**src/rtl/lkt_pkg.sv**
```systemverilog
`default_nettype none

package lkt_pkg;

    localparam int KEY_W     = 32;
    localparam int HIT_POS_W = 2;
    localparam int OCC_W     = 3;

    typedef enum logic [0:0] {
        ST_IDLE,
        ST_EXEC
    } state_t;

    // controller -> datapath
    typedef struct packed {
        logic load_key;
        logic update;
    } ctrl_cmd_t;

    // datapath -> controller
    typedef struct packed {
        logic out_hold;
    } dp_status_t;

endpackage

`default_nettype wire

```
**src/rtl/lru_key_tracker.sv**
```systemverilog
// ---------------------------------------------------------------------------
//  channel  | handshake            | word
//  ---------+----------------------+---------------------------------------
//  in       | in_valid / in_stall  | key
//  out      | out_valid / out_stall| hit, hit_position, evicted,
//           |                      | evicted_key, occupancy
//
//  Per word: a capture step registers the key, then an update step compares
//  all WAYS positions in parallel and shifts the ordered register file.
//  The result sits in an output register, so the next key is taken while it
//  waits; only a held result stalls the update cycle.
//  rst_n (async, active low) clears the held count and the output valid;
//  key storage is not reset, and only positions below the count are compared.
// ---------------------------------------------------------------------------
`default_nettype none

module lru_key_tracker
#(
    parameter int WAYS = 4
)
(
    input  wire logic                            clk,
    input  wire logic                            rst_n,
    input  wire logic                            in_valid,
    output logic                                 in_stall,
    input  wire logic signed [lkt_pkg::KEY_W-1:0] key,
    output logic                                 out_valid,
    input  wire logic                            out_stall,
    output logic                                 hit,
    output logic [lkt_pkg::HIT_POS_W-1:0]        hit_position,
    output logic                                 evicted,
    output logic signed [lkt_pkg::KEY_W-1:0]     evicted_key,
    output logic [lkt_pkg::OCC_W-1:0]            occupancy
);

    lkt_pkg::ctrl_cmd_t  cmd;
    lkt_pkg::dp_status_t status;

    // sequencing: idle -> capture key -> update and load result
    lkt_ctrl u_ctrl
    (
        .clk      (clk),
        .rst_n    (rst_n),
        .in_valid (in_valid),
        .in_stall (in_stall),
        .status   (status),
        .cmd      (cmd)
    );

    // key store, compare, shift, result register
    lkt_dp
    #(
        .WAYS (WAYS)
    )
    u_dp
    (
        .clk          (clk),
        .rst_n        (rst_n),
        .key          (key),
        .cmd          (cmd),
        .status       (status),
        .out_valid    (out_valid),
        .out_stall    (out_stall),
        .hit          (hit),
        .hit_position (hit_position),
        .evicted      (evicted),
        .evicted_key  (evicted_key),
        .occupancy    (occupancy)
    );

endmodule

`default_nettype wire

```
**src/rtl/lkt_ctrl.sv**
```systemverilog
`default_nettype none

module lkt_ctrl
(
    input  wire logic               clk,
    input  wire logic               rst_n,
    input  wire logic               in_valid,
    output logic                    in_stall,
    input  wire lkt_pkg::dp_status_t status,
    output lkt_pkg::ctrl_cmd_t      cmd
);

    lkt_pkg::state_t state_reg;
    lkt_pkg::state_t state_next;

    always_ff @(posedge clk or negedge rst_n)
    begin
        if (!rst_n)
        begin
            state_reg <= lkt_pkg::ST_IDLE;
        end
        else
        begin
            state_reg <= state_next;
        end
    end

    // next state
    always_comb
    begin
        state_next = state_reg;
        unique case (state_reg)
            lkt_pkg::ST_IDLE:
            begin
                if (in_valid)
                begin
                    state_next = lkt_pkg::ST_EXEC;
                end
            end
            lkt_pkg::ST_EXEC:
            begin
                if (!status.out_hold)
                begin
                    state_next = lkt_pkg::ST_IDLE;
                end
            end
            default:
            begin
                state_next = lkt_pkg::ST_IDLE;
            end
        endcase
    end

    // outputs
    always_comb
    begin
        in_stall     = 1'b1;
        cmd.load_key = 1'b0;
        cmd.update   = 1'b0;
        unique case (state_reg)
            lkt_pkg::ST_IDLE:
            begin
                in_stall     = 1'b0;
                cmd.load_key = in_valid;
            end
            lkt_pkg::ST_EXEC:
            begin
                cmd.update = !status.out_hold;
            end
            default:
            begin
                in_stall = 1'b1;
            end
        endcase
    end

endmodule

`default_nettype wire

```
**src/rtl/lkt_dp.sv**
```systemverilog
`default_nettype none

module lkt_dp
#(
    parameter int WAYS = 4
)
(
    input  wire logic                            clk,
    input  wire logic                            rst_n,
    input  wire logic signed [lkt_pkg::KEY_W-1:0] key,
    input  wire lkt_pkg::ctrl_cmd_t              cmd,
    output lkt_pkg::dp_status_t                  status,
    output logic                                 out_valid,
    input  wire logic                            out_stall,
    output logic                                 hit,
    output logic [lkt_pkg::HIT_POS_W-1:0]        hit_position,
    output logic                                 evicted,
    output logic signed [lkt_pkg::KEY_W-1:0]     evicted_key,
    output logic [lkt_pkg::OCC_W-1:0]            occupancy
);

    localparam int PW = (WAYS > 1) ? $clog2(WAYS) : 1;
    localparam int CW = $clog2(WAYS + 1);
    localparam logic [CW-1:0] FULL = CW'(WAYS);

    logic [lkt_pkg::KEY_W-1:0] key_reg;
    logic [lkt_pkg::KEY_W-1:0] keys_reg [WAYS];
    logic [lkt_pkg::KEY_W-1:0] keys_next [WAYS];
    logic [CW-1:0]             count_reg;
    logic [CW-1:0]             count_next;

    logic                      out_valid_reg;
    logic                      out_valid_next;
    logic                      hit_reg;
    logic [lkt_pkg::HIT_POS_W-1:0] hit_pos_reg;
    logic                      evicted_reg;
    logic [lkt_pkg::KEY_W-1:0] ev_key_reg;
    logic [lkt_pkg::OCC_W-1:0] occ_reg;

    logic [WAYS-1:0]           match;
    logic                      found;
    logic [PW-1:0]             pos;
    logic                      full;

    assign full = (count_reg == FULL);

    // parallel compare over occupied positions
    always_comb
    begin
        for (int i = 0; i < WAYS; i++)
        begin
            match[i] = (CW'(i) < count_reg) && (keys_reg[i] == key_reg);
        end
    end

    // lowest matching position wins
    always_comb
    begin
        pos = '0;
        for (int i = WAYS - 1; i >= 0; i--)
        begin
            if (match[i])
            begin
                pos = PW'(i);
            end
        end
    end

    assign found = |match;

    // move to front / insert at front
    always_comb
    begin
        keys_next[0] = key_reg;
        for (int i = 1; i < WAYS; i++)
        begin
            if (found && (PW'(i) > pos))
            begin
                keys_next[i] = keys_reg[i];
            end
            else
            begin
                keys_next[i] = keys_reg[i-1];
            end
        end
        count_next = (found || full) ? count_reg : count_reg + CW'(1);
    end

    always_comb
    begin
        out_valid_next = out_valid_reg && out_stall;
        if (cmd.update)
        begin
            out_valid_next = 1'b1;
        end
    end

    always_ff @(posedge clk or negedge rst_n)
    begin
        if (!rst_n)
        begin
            count_reg     <= '0;
            out_valid_reg <= 1'b0;
        end
        else
        begin
            out_valid_reg <= out_valid_next;
            if (cmd.update)
            begin
                count_reg <= count_next;
            end
        end
    end

    always_ff @(posedge clk)
    begin
        if (cmd.load_key)
        begin
            key_reg <= key;
        end
        if (cmd.update)
        begin
            for (int i = 0; i < WAYS; i++)
            begin
                keys_reg[i] <= keys_next[i];
            end
            hit_reg     <= found;
            hit_pos_reg <= found ? lkt_pkg::HIT_POS_W'(pos) : '0;
            evicted_reg <= !found && full;
            ev_key_reg  <= (!found && full) ? keys_reg[WAYS-1] : '0;
            occ_reg     <= lkt_pkg::OCC_W'(count_next);
        end
    end

    assign status.out_hold = out_valid_reg && out_stall;
    assign out_valid       = out_valid_reg;
    assign hit             = hit_reg;
    assign hit_position    = hit_pos_reg;
    assign evicted         = evicted_reg;
    assign evicted_key     = ev_key_reg;
    assign occupancy       = occ_reg;

`ifndef SYNTHESIS
    a_count_bound: assert property (@(posedge clk) disable iff (!rst_n)
        count_reg <= FULL)
        else $error("held count beyond capacity");

    a_no_overwrite: assert property (@(posedge clk) disable iff (!rst_n)
        cmd.update |-> !(out_valid_reg && out_stall))
        else $error("result overwritten while held");

    a_update_shows: assert property (@(posedge clk) disable iff (!rst_n)
        cmd.update |=> out_valid_reg)
        else $error("update did not present a result");

    a_hit_no_evict: assert property (@(posedge clk) disable iff (!rst_n)
        out_valid_reg |-> !(hit_reg && evicted_reg))
        else $error("hit and eviction together");
`endif

endmodule

`default_nettype wire

```
**config.mk**
```make
export PLATFORM = sky130hd
export DESIGN_NAME = lru_key_tracker
export DESIGN_NICKNAME = d
export VERILOG_FILES = /design/src/rtl/lkt_pkg.sv /design/src/rtl/lru_key_tracker.sv /design/src/rtl/lkt_ctrl.sv /design/src/rtl/lkt_dp.sv
export SDC_FILE = /design/constraint.sdc
export NUM_CORES = 1
export LEC_CHECK = 0
export BUFFER_PORTS_ARGS = -buffer_cell sky130_fd_sc_hd__buf_2
export CORE_ASPECT_RATIO = 0.7
export CORE_UTILIZATION = 59
export DETAILED_ROUTE_END_ITERATION = 10
export PLACE_DENSITY = 0.79
export SYNTH_ARGS = -nofsm -noshare
export SYNTH_HDL_FRONTEND = slang
export SYNTH_SLANG_ARGS = --single-unit
```
**constraint.sdc**
```tcl
create_clock -name clk -period 5.1 [get_ports clk]
set_input_delay 1.02 -clock clk [delete_from_list [all_inputs] [get_ports clk]]
set_output_delay 1.02 -clock clk [all_outputs]
set_load 0.03 [all_outputs]
```
## Yosys cells after proc, flatten, opt, wreduce, memory -nomap -nowiden

Memories as Yosys holds them, arrays and structs flattened.
Cells that the tools add are included.

- Register bits: 76
- Bits in latches: 0
- Bits in writable memories: 128
- ROM bits: 0
- Output and inout port bits: 41
- Logic and storage cells: 54
- Memories kept: 1

Memory list:

| memory | depth | bits a word | read ports | clocked after Yosys merged registers in | write ports | line | RTL |
|---|---|---|---|---|---|---|---|
| u_dp.keys_reg | 4 | 32 | 4 | 0 | 4 | lkt_dp.sv:27 | `logic [lkt_pkg::KEY_W-1:0] keys_reg [WAYS];` |

- Add/subtract/negate cells: 1
- $mul: 0
- Divide/modulo/power cells: 0
- Order comparisons: 7
- Equality and inequality tests: 5
- Shift operators: 0
- Muxes and demuxes: 17
- Bitwise operators: 1
- Reduce and logical (&&, ||, !) cells: 13

Operators by type and width:

| kind | count |
|---|---|
| 32-bit equality test | 4 |
| 32-bit 2-to-1 mux | 3 |
| 1-bit logical AND | 9 |
| 1-bit 2-to-1 mux | 8 |
| 2-bit 2-to-1 mux | 4 |
| 1-bit by 3-bit less-than comparator with 1-bit output, first input constant | 2 |
| 2-bit by 3-bit less-than comparator with 1-bit output, first input constant | 2 |
| 2-bit > comparator, first input constant | 2 |
| 4-bit OR reduction | 1 |
| 3-bit by 1-bit adder with 3-bit output, second input constant | 1 |
| 3-bit equality test, second input constant | 1 |
| 3-bit 2-to-1 mux | 1 |
| 1-bit by 2-bit > comparator with 1-bit output, first input constant | 1 |
| 1-bit zero test | 2 |
| 1-bit case mux with 2 select lines | 1 |
| 1-bit logical OR | 1 |
| 1-bit NOT | 1 |

## Depth between registers and ports, before layout

- Word-level depth: 9
- Depth in mapped cells: 9
- Mapped depth without buffers: 7

## Hierarchy

A second synthesis with hierarchy kept.

- Cells, all modules: 448
- Area, all modules: 8031.5 um^2

Modules (own cells, without submodules):

| module | times used | cells an instance | area each (um^2) | sequential area each (um^2) |
|---|---|---|---|---|
| lkt_dp | 1 | 444 | 7977.7 | 6075.8 |
| lkt_ctrl | 1 | 4 | 53.8 | 25.0 |

## Worst setup path after synthesis

Ideal clock, no wire load.

- Kind: reg-to-reg
- Start point: reg, netlist name u_dp.key_reg[15]
- End point: mem u_dp.keys_reg[3][0] (netlist bit), enable pin
- Arrival time: 3.478 ns
- Data required time: 4.639 ns
- Slack: 1.161 ns
- Stages on the path, launching flop included: 7
- Buffers on the path: 0
- Clock period less this slack: 3.939 ns
- Cell sequence: edfxtp_1 > xor2_1 > nor4_1 > nand4_1 > nor4_4 > or2_2 > nor3_1

RTL lines:

| element | line |
|---|---|
| end, declared | lkt_dp.sv:27 |

## Worst setup path in the final report

- Start point: reg u_dp.key_reg[27] (netlist bit)
- End point: reg u_dp.ev_key_reg, in the netlist u_dp.evicted_key[25] (read register of u_dp.keys_reg) (data pin)

- Cells in the longest elaborated chain, start to end: 5
- Elaborated cells on any way between the ends: 11

Ends and longest elaborated chain:

| element | line | RTL |
|---|---|---|
| start, declared | lkt_dp.sv:26 | `logic [lkt_pkg::KEY_W-1:0] key_reg;` |
| start signal, assigned | lkt_dp.sv:119 | `key_reg <= key;` |
| 32-bit equality test | lkt_dp.sv:52 | `match[i] = (CW'(i) < count_reg) && (keys_reg[i] == key_reg);` |
| 1-bit logical AND | lkt_dp.sv:52 |  |
| 4-bit OR reduction (*) | lkt_dp.sv:69 | `assign found = \|match;` |
| 1-bit zero test (*) | lkt_dp.sv:130 | `ev_key_reg <= (!found && full) ? keys_reg[WAYS-1] : '0;` |
| 1-bit logical AND (*) | lkt_dp.sv:130 |  |
| end, declared | lkt_dp.sv:37 | `logic [lkt_pkg::KEY_W-1:0] ev_key_reg;` |

Every way passes the cells marked *; elsewhere a longest branch is shown, timed or not.
A chain may end at the register's enable or synchronous reset.

==> impl_metrics.yaml <==
outcome:
  status: "finished clean"
critical_path:
  path_class: "reg2reg"
  critPathRequiredTime_ns: 5.34
  worst_ep_arrival_time_ns: 3.19
  cp-start-kind: "flip-flop"
  worstPathCellList: "xor2_1 > nor4_1 > nand4_1 > nor3_1 > nor4_4 > and3_4 > and2_4"
  r2r_end: "u_dp.evicted_key[25]$_SDFFCE_PN0P_"
  critPathMaxStageDelay_ns: 0.59
  rr_worst_depth: 7
  r2r_start: "u_dp.key_reg[27]$_DFFE_PP_"
  slowest_stage: "nor3_1"
  cp_max_fo: 33
  reg2reg_slack_ns: 2.15
  crit_path_end_kind: "flip-flop"
  critical_path.startpoint: "u_dp.key_reg[27]$_DFFE_PP_"
sta:
  slew_violations: 0
  relSlewSlack_pct: 29.1
  setup-violations-final: 0
  grt_setup_unrepaired: "false"
  finalHoldWorstSlack_ns: 0.329
  post-route-worst-setup-slack_ns: 2.15
  hold_viol_final: 0
  period_share_pct: 57.8
  timing.fmax_mhz: 339
  fin_crit_ns: 2.95
  worst_slew_pin_slew_ns: 1.06
  tns_ns: 0
  skew_ns: 0.0157
synth:
  yosys.area_share.adder_pct: 0.310
  synth_xor_area_share_pct: 14.1
  synth-simple-area-share_pct: 8.68
  synth-compound-area-share_pct: 0.186
  synthMuxAreaShare_pct: 0.557
  yosysSeqAreaShare_pct: 75.5
  synth_most_common_cell: "edfxtp_1"
  synth_edf_count: 199
  async_reset_ff_share_pct: 2.45
  ys_seq_elements: 204
  synth_area_um2: 8080
  synthFlopType: "edfxtp_1"
  syn_inst: 453
  synth.distinct_cells: 24
  synth_top_family_by_area: "XOR/XNOR gates"
  yosys-top-cells-area: "edfxtp_1 (74%), xor2_1 (12%), and2_4 (3.1%), nor4_1 (2.1%), xnor2_1 (1.6%)"
  synth_top_area_share_pct: 73.9
  synth_fp_nets: 491
  yosysTopAreaCell: "edfxtp_1"
  synth_warnings: 0
  syn_avg_cell_area_um2: 17.8
  synth_common_cells: "edfxtp_1 (199), xor2_1 (115), and2_4 (29)"
drt:
  avgRoutedWirePerCell_um: 20.8
  drc_errors: 0
  dr_total_vias: 4196
  first_pass_iters: 6
  routed_wl_um: 15600
  vias_per_cell: 5.59
  ant_nets: 0
  drt_iter0_drc: 379
grt:
  grt_pass1_wl_um: 22900
  gr-total-overflow: 0
  first_global_vias: 3958
  antenna_found_initial: 0
  grt_usage_pct: 22.6
  grt_max_degree: 49
power_and_ir_drop:
  power_density_nw_per_um2: 636
  peakVddDrop_v: 0.000358
  seq_power_share_pct: 52.4
  p_int_mw: 3.97
  pwr-share-clk_pct: 23.6
  leakage_nw: 3.43
  swShare_pct: 33.2
  power.switching_mw: 1.97
  power.total_mw: 5.94
  comb_power_share_pct: 23.9
place:
  pre_cts_ws_ns: 2.06
  gp_congestion: 0.881
  hpwlAfterDp_um: 10800
  dp_cells: 714
  dpl_cell_area_um2: 8700
  io_buffers: 76
layout:
  nNetsFinal: 589
  drive_above_1_share_pct: 26.9
  diodes: 0
  fillers: 852
  final_cells: 750
  finish.utilization_pct: 70.3
  stdcell_area_um2: 9330
  largest_register_ffs: 128
  syn2layout_area_growth_pct: 15.4
clocking:
  cts_tree: "yes"
  ctsRootBufferMaster: "clkbuf_16"
  post_cts_buffers: 0
  post_cts_resized: 0
  cts-buffers-inserted: 20
  clock_path_buffers: 3
  clkTransAtPathRegs_ns: 0.07
  cts_hold_buf: 0
  cts_num_sinks: 204
  ctsHtreeMaxLevel: 1
  clkLatencyLatePin_ns: 0.49
floorplanning:
  dieHeight_um: 99.9
  fp.dieW_um: 142
  core_um2: 13300
  row_count: 35
  design.die.area_um2: 14200
  ios: 77
  initial_core_util_pct: 60.9
hold_path:
  hp-class: "in2async"
run:
  drv_cap: 0
## final cells by class
cell class | count | area, um2 | share of cell area [%]
flip-flops and latches | 204 | 6100 | 65.4
multi-input cells | 240 | 1940 | 20.8
clock buffers | 26 | 544 | 5.83
repair buffers | 80 | 410 | 4.40
well taps | 185 | 231 | 2.48
clock inverters | 10 | 83.8 | 0.898
inverters | 5 | 18.8 | 0.201
## cell usage in the layout (no fill, tap or decap), types with 2 or more instances in the layout
| cell | instances |
|---|---|
| and2_1 | 3 |
| a21oi_1 | 2 |
| nor2_2 | 2 |
| mux2_2 | 4 |
| ha_1 | 2 |
| nand2b_1 | 2 |
| clkinv_1 | 2 |
| buf_4 | 4 |
| and2_4 | 29 |
| clkbuf_16 | 21 |
| nor4_1 | 27 |
| xnor2_1 | 15 |
| nor4_4 | 3 |
| nand4_1 | 5 |
| inv_1 | 4 |
| clkbuf_1 | 5 |
| dfrtp_1 | 5 |
| buf_2 | 76 |
| clkinvlp_4 | 3 |
| xor2_1 | 115 |
| clkinv_2 | 3 |
| edfxtp_1 | 199 |
| nand2_1 | 6 |
| nor2_1 | 5 |
| nand3_1 | 9 |
| nor3_1 | 6 |
## power by group through the flow
stage                     combinational [mW]  clock [mW]  sequential, mW
after floorplan                        0.759           0            3.28
after global placement                  1.39           0            3.10
after detailed placement                1.42           0            3.13
after CTS                               1.44        1.42            3.10
after global routing                    1.53        1.48            3.17
final                                   1.42        1.40            3.11
## metal layers
layer | vias up | global-route usage (%) | wire length [um]
met5 | - | 0 | 0
met4 | 0 | 6.87 | 387
met3 | 33 | 5.10 | 1430
met2 | 209 | 33.7 | 6850
met1 | 2083 | 33.7 | 6910
li1 | 1871 | - | -
## critical path, delay by kind of cell (launching register included)
kind / cells / cell delay, ns
xor gates and xnor gates: 1 / 0.23
and+or+nand+nor: 6 / 1.94
DFF: 1 / 0.51
## kinds of logic (layout without fill, tap and decap cells)
| family | Yosys count | count (layout) |
|---|---|---|
| buf+inv | 9 | 121 |
| xor+xnor | 130 | 130 |
| fa+ha+maj | 2 | 2 |
| compound gates | 3 | 3 |
| mux | 4 | 4 |
| flops | 204 | 204 |
| simple gates | 101 | 101 |
## worst max path at each step
| stage | endpoint | slack [ns] | depth (start not counted) |
|---|---|---|---|
| global placement | u_dp.evicted_key[13]$_SDFFCE_PN0P_ | 2.16 | 5 |
| detailed placement | u_dp.evicted_key[13]$_SDFFCE_PN0P_ | 2.06 | 5 |
| finish | u_dp.evicted_key[25]$_SDFFCE_PN0P_ | 2.15 | 7 |
| CTS | u_dp.evicted_key[6]$_SDFFCE_PN0P_ | 2.19 | 7 |
| global route | u_dp.evicted_key[7]$_SDFFCE_PN0P_ | 2.12 | 7 |
| floorplan | u_dp.keys_reg[3][0]$_DFFE_PP_ | 1.16 | 6 |
No activity file was read; power rests on OpenSTA's default activity.
